--- config.mk ---
export PLATFORM = sky130hd
export DESIGN_NAME = period_average_frequency_meter_flat
export DESIGN_NICKNAME = d
export VERILOG_FILES = /design/src/rtl/pafm_pkg.sv /design/src/rtl/pafm_in_if.sv /design/src/rtl/pafm_out_if.sv /design/src/rtl/pafm_div.sv /design/src/rtl/period_average_frequency_meter.sv /design/src/flat_wrapper.sv
export SDC_FILE = /design/constraint.sdc
export NUM_CORES = 1
export LEC_CHECK = 0
export BUFFER_PORTS_ARGS = -buffer_cell sky130_fd_sc_hd__buf_2
export CAP_MARGIN = 5
export CORE_ASPECT_RATIO = 0.5
export CORE_MARGIN = 2
export CORE_UTILIZATION = 60
export CTS_BUF_LIST = sky130_fd_sc_hd__clkbuf_16
export DETAILED_ROUTE_END_ITERATION = 8
export MAX_ROUTING_LAYER = met4
export PLACE_DENSITY = 0.8
export SLEW_MARGIN = 20
export SYNTH_ARGS = -nofsm -noshare
export SYNTH_HDL_FRONTEND = slang
export SYNTH_SLANG_ARGS = --single-unit
--- constraint.sdc ---
create_clock -name clk -period 4.7 [get_ports clk]
set_input_delay 0.47 -clock clk [delete_from_list [all_inputs] [get_ports clk]]
set_output_delay 0.47 -clock clk [all_outputs]
set_load 0.05 [all_outputs]
--- src/rtl/pafm_pkg.sv ---
package pafm_pkg;

    // field widths
    localparam int PERIOD_W    = 16;
    localparam int STATUS_W    = 2;
    localparam int FREQ_W      = 32;
    localparam int SCALE_W     = 32;
    localparam int LIMIT_W     = 16;
    localparam int CFG_INDEX_W = 1;
    localparam int CFG_DATA_W  = 32;

    // shared divider widths
    localparam int DIVIDEND_W = 32;
    localparam int DIVISOR_W  = 16;
    localparam int STEP_W     = $clog2(DIVIDEND_W);

    // defaults
    localparam int                  SAMPLES_PER_MEAN_DEF = 4;
    localparam logic [SCALE_W-1:0]  CLOCK_SCALE_RST      = 32'd2250000000;
    localparam logic [LIMIT_W-1:0]  TIMEOUT_LIMIT_RST    = 16'd120;

    // operation codes
    localparam logic OP_CAPTURE = 1'b0;
    localparam logic OP_TICK    = 1'b1;

    // register indexes
    localparam logic [CFG_INDEX_W-1:0] CFG_CLOCK_SCALE   = 1'b0;
    localparam logic [CFG_INDEX_W-1:0] CFG_TIMEOUT_LIMIT = 1'b1;

    // result status codes
    typedef enum logic [STATUS_W-1:0] {
        ST_NONE  = 2'd0,
        ST_LOW   = 2'd1,
        ST_HIGH  = 2'd2,
        ST_VALID = 2'd3
    } status_t;

    // divider launch and completion
    typedef struct packed {
        logic                  start;
        logic [DIVIDEND_W-1:0] dividend;
        logic [DIVISOR_W-1:0]  divisor;
    } div_ctrl_t;

    typedef struct packed {
        logic                  done;
        logic [DIVIDEND_W-1:0] quotient;
    } div_stat_t;

endpackage

--- src/rtl/pafm_in_if.sv ---
interface pafm_in_if;
    import pafm_pkg::*;

    logic                valid;
    logic                ready;
    logic                op;
    logic [PERIOD_W-1:0] period;
    logic                overcapture;
    logic                overrun;

    modport source (output valid, op, period, overcapture, overrun, input ready);
    modport sink   (input valid, op, period, overcapture, overrun, output ready);
endinterface

--- src/rtl/pafm_out_if.sv ---
interface pafm_out_if;
    import pafm_pkg::*;

    logic                valid;
    logic                ready;
    logic [STATUS_W-1:0] status;
    logic [FREQ_W-1:0]   frequency;

    modport source (output valid, status, frequency, input ready);
    modport sink   (input valid, status, frequency, output ready);
endinterface

--- src/rtl/pafm_div.sv ---
module pafm_div (
    input  logic                clk,
    input  logic                rst_n,
    input  pafm_pkg::div_ctrl_t ctrl,
    output pafm_pkg::div_stat_t stat
);
    import pafm_pkg::*;

    localparam logic [STEP_W-1:0] LAST_STEP = STEP_W'(DIVIDEND_W - 1);

    logic                  busy_reg;
    logic                  done_reg;
    logic [STEP_W-1:0]     step_reg;
    logic [DIVISOR_W-1:0]  rem_reg;
    logic [DIVIDEND_W-1:0] quo_reg;
    logic [DIVISOR_W-1:0]  dvs_reg;

    logic [DIVISOR_W:0]    trial;
    logic                  fits;
    logic [DIVISOR_W:0]    diff;
    logic [DIVISOR_W-1:0]  rem_next;

    // one restoring step: bring down a dividend bit, subtract if it fits
    always_comb
    begin
        trial    = {rem_reg, quo_reg[DIVIDEND_W-1]};
        fits     = (trial >= {1'b0, dvs_reg});
        diff     = trial - {1'b0, dvs_reg};
        rem_next = fits ? diff[DIVISOR_W-1:0] : trial[DIVISOR_W-1:0];
    end

    // step control
    always_ff @(posedge clk or negedge rst_n)
    begin
        if (!rst_n)
        begin
            busy_reg <= 1'b0;
            done_reg <= 1'b0;
            step_reg <= '0;
        end
        else if (ctrl.start)
        begin
            busy_reg <= 1'b1;
            done_reg <= 1'b0;
            step_reg <= '0;
        end
        else if (busy_reg)
        begin
            step_reg <= step_reg + STEP_W'(1);
            if (step_reg == LAST_STEP)
            begin
                busy_reg <= 1'b0;
                done_reg <= 1'b1;
            end
        end
        else
        begin
            done_reg <= 1'b0;
        end
    end

    // remainder and quotient shift register
    always_ff @(posedge clk)
    begin
        if (ctrl.start)
        begin
            rem_reg <= '0;
            quo_reg <= ctrl.dividend;
            dvs_reg <= ctrl.divisor;
        end
        else if (busy_reg)
        begin
            rem_reg <= rem_next;
            quo_reg <= {quo_reg[DIVIDEND_W-2:0], fits};
        end
    end

    assign stat.done     = done_reg;
    assign stat.quotient = quo_reg;

endmodule

--- src/rtl/period_average_frequency_meter.sv ---
// capture item: handled on its transfer; one that completes a group takes the
// mean in SEQ_MEAN by a reciprocal multiply, then divides the scale by it on the
// shared 32-step divider; the input is held off until the sequencer is idle again
// tick item: result registered in the cycle after; next item waits only on report.ready
// reset: asynchronous, active low; clears the sequencer, counters and flags,
// loads the register defaults and holds too low, not fresh, until the first update
module period_average_frequency_meter #(
    parameter int SAMPLES_PER_MEAN = pafm_pkg::SAMPLES_PER_MEAN_DEF
) (
    input  logic                                 clk,
    input  logic                                 rst_n,
    input  logic                                 cfg_we,
    input  logic [pafm_pkg::CFG_INDEX_W-1:0]     cfg_index,
    input  logic [pafm_pkg::CFG_DATA_W-1:0]      cfg_data,
    pafm_in_if.sink                              meas,
    pafm_out_if.source                           report
);
    import pafm_pkg::*;

    localparam int CNT_W = (SAMPLES_PER_MEAN > 1) ? $clog2(SAMPLES_PER_MEAN) : 1;
    localparam int SUM_W = PERIOD_W + CNT_W;
    localparam logic [CNT_W-1:0] LAST_SAMPLE = CNT_W'(SAMPLES_PER_MEAN - 1);

    // rounded-up reciprocal of the group size, exact for every sum that fits SUM_W
    localparam int MEAN_SHIFT = SUM_W + CNT_W;
    localparam int RECIP_W    = MEAN_SHIFT + 1;
    localparam int PROD_W     = SUM_W + RECIP_W;
    localparam logic [RECIP_W-1:0] MEAN_RECIP = RECIP_W'(((64'd1 << MEAN_SHIFT)
        + 64'(SAMPLES_PER_MEAN) - 64'd1) / 64'(SAMPLES_PER_MEAN));

    typedef enum logic [2:0] {
        SEQ_IDLE = 3'b001,
        SEQ_MEAN = 3'b010,
        SEQ_FREQ = 3'b100
    } seq_t;

    seq_t               state_reg, state_next;
    logic [SCALE_W-1:0] clock_scale_reg;
    logic [LIMIT_W-1:0] timeout_limit_reg;
    logic [CNT_W-1:0]   count_reg, count_next;
    logic [SUM_W-1:0]   sum_reg, sum_next;
    logic [LIMIT_W-1:0] idle_reg, idle_next;
    status_t            held_status_reg, held_status_next;
    logic [FREQ_W-1:0]  held_freq_reg, held_freq_next;
    logic               fresh_reg, fresh_next;
    logic               out_valid_reg, out_valid_next;
    logic [STATUS_W-1:0] out_status_reg, out_status_next;
    logic [FREQ_W-1:0]  out_freq_reg, out_freq_next;

    logic               in_xfer;
    logic               out_xfer;
    logic [SUM_W-1:0]   sum_new;
    logic [LIMIT_W-1:0] idle_inc;
    logic [PROD_W-1:0]  mean_prod;
    logic [DIVISOR_W-1:0] mean;
    div_ctrl_t          div_ctrl;
    div_stat_t          div_stat;

    // shared divider
    pafm_div u_div (
        .clk   (clk),
        .rst_n (rst_n),
        .ctrl  (div_ctrl),
        .stat  (div_stat)
    );

    // handshakes
    assign meas.ready    = (state_reg == SEQ_IDLE) && (!out_valid_reg || report.ready);
    assign in_xfer       = meas.valid && meas.ready;
    assign out_xfer      = out_valid_reg && report.ready;
    assign report.valid  = out_valid_reg;
    assign report.status = out_status_reg;
    assign report.frequency = out_freq_reg;

    // running sum, restarted at the first sample of a group
    assign sum_new  = ((count_reg == '0) ? '0 : sum_reg) + SUM_W'(meas.period);
    assign idle_inc = idle_reg + LIMIT_W'(1);

    // group mean by reciprocal multiply of the registered sum
    assign mean_prod = PROD_W'(sum_reg) * PROD_W'(MEAN_RECIP);
    assign mean      = mean_prod[MEAN_SHIFT +: DIVISOR_W];

    // sequencer and item handling
    always_comb
    begin
        state_next       = state_reg;
        count_next       = count_reg;
        sum_next         = sum_reg;
        idle_next        = idle_reg;
        held_status_next = held_status_reg;
        held_freq_next   = held_freq_reg;
        fresh_next       = fresh_reg;
        out_valid_next   = out_xfer ? 1'b0 : out_valid_reg;
        out_status_next  = out_status_reg;
        out_freq_next    = out_freq_reg;
        div_ctrl.start    = 1'b0;
        div_ctrl.dividend = DIVIDEND_W'(clock_scale_reg);
        div_ctrl.divisor  = mean;

        unique case (state_reg)
            SEQ_IDLE:
            begin
                if (in_xfer && (meas.op == OP_CAPTURE))
                begin
                    idle_next = '0;
                    if (meas.overcapture)
                    begin
                        count_next       = '0;
                        held_status_next = ST_HIGH;
                        held_freq_next   = '0;
                        fresh_next       = 1'b1;
                    end
                    else if (meas.overrun)
                    begin
                        count_next       = '0;
                        held_status_next = ST_LOW;
                        held_freq_next   = '0;
                        fresh_next       = 1'b1;
                    end
                    else
                    begin
                        sum_next = sum_new;
                        if (count_reg == LAST_SAMPLE)
                        begin
                            count_next = '0;
                            state_next = SEQ_MEAN;
                        end
                        else
                        begin
                            count_next = count_reg + CNT_W'(1);
                        end
                    end
                end
                else if (in_xfer)
                begin
                    out_valid_next = 1'b1;
                    if (idle_inc >= timeout_limit_reg)
                    begin
                        idle_next        = '0;
                        held_status_next = ST_LOW;
                        held_freq_next   = '0;
                        out_status_next  = ST_LOW;
                        out_freq_next    = '0;
                    end
                    else if (!fresh_reg)
                    begin
                        idle_next       = idle_inc;
                        out_status_next = ST_NONE;
                        out_freq_next   = '0;
                    end
                    else
                    begin
                        idle_next       = idle_inc;
                        fresh_next      = 1'b0;
                        out_status_next = held_status_reg;
                        out_freq_next   = (held_status_reg == ST_VALID) ? held_freq_reg : '0;
                    end
                end
            end
            SEQ_MEAN:
            begin
                // zero mean reads as too high, otherwise divide the scale by it
                if (mean == '0)
                begin
                    held_status_next = ST_HIGH;
                    held_freq_next   = '0;
                    fresh_next       = 1'b1;
                    state_next       = SEQ_IDLE;
                end
                else
                begin
                    div_ctrl.start = 1'b1;
                    state_next     = SEQ_FREQ;
                end
            end
            SEQ_FREQ:
            begin
                if (div_stat.done)
                begin
                    held_status_next = ST_VALID;
                    held_freq_next   = FREQ_W'(div_stat.quotient);
                    fresh_next       = 1'b1;
                    state_next       = SEQ_IDLE;
                end
            end
            default:
            begin
                state_next = SEQ_IDLE;
            end
        endcase
    end

    // control state
    always_ff @(posedge clk or negedge rst_n)
    begin
        if (!rst_n)
        begin
            state_reg       <= SEQ_IDLE;
            count_reg       <= '0;
            idle_reg        <= '0;
            held_status_reg <= ST_LOW;
            held_freq_reg   <= '0;
            fresh_reg       <= 1'b0;
            out_valid_reg   <= 1'b0;
        end
        else
        begin
            state_reg       <= state_next;
            count_reg       <= count_next;
            idle_reg        <= idle_next;
            held_status_reg <= held_status_next;
            held_freq_reg   <= held_freq_next;
            fresh_reg       <= fresh_next;
            out_valid_reg   <= out_valid_next;
        end
    end

    // payload
    always_ff @(posedge clk)
    begin
        sum_reg        <= sum_next;
        out_status_reg <= out_status_next;
        out_freq_reg   <= out_freq_next;
    end

    // configuration registers
    always_ff @(posedge clk or negedge rst_n)
    begin
        if (!rst_n)
        begin
            clock_scale_reg   <= CLOCK_SCALE_RST;
            timeout_limit_reg <= TIMEOUT_LIMIT_RST;
        end
        else if (cfg_we)
        begin
            unique case (cfg_index)
                CFG_CLOCK_SCALE:   clock_scale_reg   <= SCALE_W'(cfg_data);
                CFG_TIMEOUT_LIMIT: timeout_limit_reg <= cfg_data[LIMIT_W-1:0];
                default:           clock_scale_reg   <= clock_scale_reg;
            endcase
        end
    end

`ifndef ASSERT_OFF
    // the divider only finishes while the sequencer waits for it
    assert property (@(posedge clk) disable iff (!rst_n)
        div_stat.done |-> (state_reg != SEQ_IDLE))
        else $error("divider completion outside a division");

    // a tick transfer always leaves a result waiting
    assert property (@(posedge clk) disable iff (!rst_n)
        (in_xfer && (meas.op == OP_TICK)) |=> report.valid)
        else $error("tick produced no result");

    // a capture never creates a result
    assert property (@(posedge clk) disable iff (!rst_n)
        (in_xfer && (meas.op == OP_CAPTURE) && !report.valid) |=> !report.valid)
        else $error("capture produced a result");

    // the fresh flag only clears on a tick
    assert property (@(posedge clk) disable iff (!rst_n)
        $fell(fresh_reg) |-> $past(in_xfer && (meas.op == OP_TICK)))
        else $error("fresh flag cleared without a tick");

    // sample counter stays within one group
    assert property (@(posedge clk) disable iff (!rst_n)
        count_reg <= LAST_SAMPLE)
        else $error("sample counter out of range");
`endif

endmodule

--- src/flat_wrapper.sv ---
// flat-port wrapper written by rule: the top's interface ports become plain ports
module period_average_frequency_meter_flat import pafm_pkg::*;
#(
    parameter int SAMPLES_PER_MEAN = pafm_pkg::SAMPLES_PER_MEAN_DEF
)
  (clk, rst_n, cfg_we, cfg_index, cfg_data, meas_valid, meas_op, meas_period, meas_overcapture, meas_overrun, meas_ready, report_valid, report_status, report_frequency, report_ready);
  pafm_in_if meas_i ();
  pafm_out_if report_i ();
  input  logic clk;
  input  logic rst_n;
  input  logic cfg_we;
  input  logic [pafm_pkg::CFG_INDEX_W-1:0] cfg_index;
  input  logic [pafm_pkg::CFG_DATA_W-1:0] cfg_data;
  input wire logic [$bits(meas_i.valid)-1:0] meas_valid;
  input wire logic [$bits(meas_i.op)-1:0] meas_op;
  input wire logic [$bits(meas_i.period)-1:0] meas_period;
  input wire logic [$bits(meas_i.overcapture)-1:0] meas_overcapture;
  input wire logic [$bits(meas_i.overrun)-1:0] meas_overrun;
  output wire logic [$bits(meas_i.ready)-1:0] meas_ready;
  output wire logic [$bits(report_i.valid)-1:0] report_valid;
  output wire logic [$bits(report_i.status)-1:0] report_status;
  output wire logic [$bits(report_i.frequency)-1:0] report_frequency;
  input wire logic [$bits(report_i.ready)-1:0] report_ready;
  assign meas_i.valid = meas_valid;
  assign meas_i.op = meas_op;
  assign meas_i.period = meas_period;
  assign meas_i.overcapture = meas_overcapture;
  assign meas_i.overrun = meas_overrun;
  assign meas_ready = meas_i.ready;
  assign report_valid = report_i.valid;
  assign report_status = report_i.status;
  assign report_frequency = report_i.frequency;
  assign report_i.ready = report_ready;
  period_average_frequency_meter #(.SAMPLES_PER_MEAN(SAMPLES_PER_MEAN)) u_core (.clk(clk), .rst_n(rst_n), .cfg_we(cfg_we), .cfg_index(cfg_index), .cfg_data(cfg_data), .meas(meas_i), .report(report_i));
endmodule
==> impl.org <==
** Timing
- Final Max Slew Viols :: 0
- Hold violation total from the final report :: 0
- Setup repair after global routing left no endpoint under its margin.
- In this run the tightest slew margin relative to its limit is 30.7%.
- Setup total negative slack on the finished layout was measured at 0 ps.
- For the pin with the worst max-slew slack, the measured transition is 1040 ps.
- After layout, the worst path uses 83.3% of the clock period.
- Final worst clock skew :: 10.6 ps
- Derived from the worst setup path, the maximum achievable clock frequency is 255 MHz.
- Setup slack closes at 784 ps.
- Final setup violation count :: 0
- For the finished layout, the period the worst path requires is 3920 ps.

** Yosys
- Net Count, Synth :: 1084
- Mapped cell area :: 0.0112 mm^2
- Most area-hungry cell type in the Yosys netlist :: sky130_fd_sc_hd__edfxtp_1
- During synthesis, Yosys emitted a total of 0 warnings.
- By area the synthesized netlist is led by sky130_fd_sc_hd__edfxtp_1, sky130_fd_sc_hd__dfrtp_1, sky130_fd_sc_hd__ha_1, sky130_fd_sc_hd__mux2_2, sky130_fd_sc_hd__nand2_1.
- Number of distinct library cells after synthesis :: 75
- Counting flops and latches in the post-synthesis netlist gives 228.
- Of the synthesized area, sequential elements account for 54.8%.
- The top cell type by area accounts for 26.8% of the synthesized area.
- Share of flip-flops with an asynchronous set or reset after synthesis :: 49.1%
- Mean post-synth cell area :: 11.5 um^2
- Number of enable-type register cells in the synthesized netlist :: 100
- The most used flip-flop cell after synthesis is sky130_fd_sc_hd__edfxtp_1.
- Mapped Cells :: 972

** Floorplanning
- Core area :: 0.0183 mm^2
- Floorplan die height :: 101 um
- After floorplanning, the core was divided into 35 placement rows.
- From left edge to right edge, the die measures 197 um.
- Number of primary I/O pins :: 93
- Initial core utilization :: 61.2%
- Die Outline Area :: 0.0199 mm^2

** Clock tree
- Largest buffer count on any clock path :: 3
- Counting the buffers created by CTS gives 21.
- TritonCTS built the clock tree.
- The later pin in the worst-skew pair is clocked with a latency of 500 ps.
- The root buffer cell chosen for the clock tree is sky130_fd_sc_hd__clkbuf_16.
- The tree built by TritonCTS fans out to 228 sinks.
- Buffer count from post-CTS setup fixing :: 0
- Clock-pin transition on the worst setup and hold timing paths :: 60 ps
- Clock H-tree levels :: 1
- Hold-fix buffer count after cts :: 0
- In this run, post-CTS repair resized a total of 0 instances.

** Layout
- For this run, the post-layout net count is 1169.
- Compared with the post-synthesis result, the final layout area differs by 12.2%.
- Cells with a size suffix above 1 make up 20.6% of the layout.
- After routing the design area is 0.0126 mm^2.

** Setup path
- Data required time at the worst endpoint :: 5130 ps
- At the worst endpoint, the arrival time is 4340 ps.
- The cell that appears most often on the critical path is sky130_fd_sc_hd__and3_1.
- The kind of cell with the highest combined delay along the critical path is simple AND/OR/NAND/NOR gates.
- The setup path with the least slack is of type register to register.
- The worst setup path is launched from a register.
- Type of element capturing the critical path :: register
- The signal on the critical path passes through and3_1 > nand2_1 > nor3_2 > and3_1 > and3_1 > xor2_1 > ha_1 > a211oi_2 > o21ai_0 > and2_1 > a211oi_1 > or3_1 > a21bo_1 > buf_4 > a22o_1.
- Delay of the slowest cell on the worst path :: 450 ps
- The number of buffers and inverters on the critical path is 1.
- Among all stages on the critical path, the largest delay is contributed by sky130_fd_sc_hd__dfrtp_1.
- Largest fanout of any net on the critical path :: 32

** Global route
- The number of global-route vias before repair is 7641.
- Remaining Overflow, GRT :: 0
- Maximum number of pins on one net before global-route repair :: 80
- Global routing consumed, over all layers together, 23.9% of the routing resources.
- The initial antenna violation count is 1.
- Wire length of the first global-routing pass :: 37.2 mm

** Routing
- Summed over all layers, the routed wires come to 22.3 mm.
- Initial detailed-routing violation count :: 392
- After detailed routing, the number of remaining DRC violations is 0.
- Detailed routing inserted a total of 7592 vias.
- Once detail routing completed, the nets flagged for antenna violations numbered 0.
- Dividing the detail-routed wire length by the instance count gives 16.9 um.
- Number of iterations in the first detailed-routing pass :: 5
- DR vias/cell :: 5.78

** Placed design
- Placed Area :: 0.0118 mm^2
- Detailed placement HPWL :: 15.0 mm
- Port Buffers :: 92
- Final estimated routing congestion in global placement :: 0.844
- Post-placement setup slack :: 872 ps

** Power
- Power per cell area :: 375 mW/mm^2
- The analysis attributes to net switching a power of 0.00119 W.
- VDD sags by at most 0.000243 V.
- Internal cell power :: 0.00352 W
- In this run the static leakage power is 5.61 nW.
- Of the total power, combinational logic draws 13.7%.
- Share of total power consumed by net switching :: 25.3%
- The clock network is responsible for 37.8% of the overall power.
- Sequential fraction of design power :: 48.5%

** Min path
- The tightest min-delay check is of the input port to async pin type.

** Outcome
- The run finished with clean final reports.

** Flow run
- The tool flagged a number of max-cap violations equal to 0.
cell usage after synthesis, drive strengths merged, types with 16 or more instances:
cell    instances
buf            18
and2           38
mux2           52
nand2         128
dfstp          16
clkbuf         20
nand3          19
dfrtp          96
dfxtp          16
edfxtp        100
a22o           39
inv            50
xnor2          24
nor2           44
o21ai          34
a21oi          36
nor2b          22
ha             53
cells by family (layout without fill, tap and decap cells):
kind of cell,after synthesis,after routing,share of synthesized area (%)
other,0,1,0
XOR/XNOR,38,38,2.97
AO/OA/AOI/OAI,190,190,12.5
multiplexers,60,60,5.93
adder cells (fa/ha/maj),55,55,6.27
buffers and inverters,88,188,3.51
AND/OR/NAND/NOR,313,313,14.0
flip-flops,228,228,54.8
cells in the final DEF (no fill, tap or decap), drive strengths merged, types with 5 or more instances in the layout:
cell type / n
nand2: 128
edfxtp: 100
buf: 100
dfrtp: 96
ha: 53
mux2: 52
inv: 52
nor2: 44
a22o: 39
and2: 38
a21oi: 36
o21ai: 34
xnor2: 24
clkbuf: 24
nor2b: 22
nand3: 19
dfstp: 16
dfxtp: 16
nand2b: 15
o21a: 15
and3: 14
xor2: 14
a31oi: 12
a21o: 11
nand4: 10
mux2i: 8
nor4: 8
clkinv: 7
o311ai: 6
nor3: 5
worst register-to-register path, delay by kind of cell, from the launching register on:
kind / cells / cell delay (ps)
adder cells (fa/ha/maj): 1 / 280
AND/OR/NAND/NOR: 7 / 1560
buffers and inverters: 1 / 360
XOR/XNOR: 1 / 170
flip-flops: 1 / 450
AO/OA/AOI/OAI: 5 / 1040
metal layers:
layer / share of wire, % / track usage [%] / vias to the layer above
met5: 0 / - / -
met4: 1.3 / 4.97 / 0
met3: 4.5 / 3.28 / 28
met2: 48 / 40.1 / 189
met1: 46 / 31.8 / 3705
li1: - / - / 3670
cell type report:
cell class	instances	area, um^2
Timing Repair Buffer	100	527
Clock buffer	24	601
Inverter	50	188
Multi-Input combinational cell	656	4690
Fill cell	1307	5760
Sequential cell	228	6150
Clock inverter	14	133
Tap cell	240	300
Antenna cell	1	2.50
path summary, 6_finish.rpt:
path,start,end,slack (ps),depth (start not counted)
max,u_core.idle_reg[2],u_core.held_freq_reg[15],780,15
min,rst_n,u_core.clock_scale_reg[30],4,1
max reg2reg,u_core.idle_reg[2],u_core.held_freq_reg[15],780,15
min reg2reg,u_core.sum_reg[3],u_core.u_div.dvs_reg[1],480,0
max in group asynchronous,rst_n,u_core.clock_scale_reg[10],3760,2
min in group clk,cfg_data[23],u_core.clock_scale_reg[23],200,2
through the flow:
stage	util (%)	std cells	total power, W	hold slack (ps)
2_1_floorplan	-	972	0.00280	174
3_5_place_dp	64.6	1274	0.00297	464
3_3_place_gp	64.6	1274	0.00293	454
5_1_grt	68.6	1313	0.00492	80.5
6_report	68.6	1313	0.00471	3.69
4_1_cts	68.6	1312	0.00475	192
power groups by stage:
stage | logic [W] | clock network, W | registers (W)
6_report | 0.000647 | 0.00178 | 0.00228
4_1_cts | 0.000651 | 0.00181 | 0.00228
3_3_place_gp | 0.000617 | 0 | 0.00232
2_1_floorplan | 0.000455 | 0 | 0.00234
3_5_place_dp | 0.000646 | 0 | 0.00232
5_1_grt | 0.000722 | 0.00190 | 0.00230
Note: power is estimated with default switching activity, not from simulation.
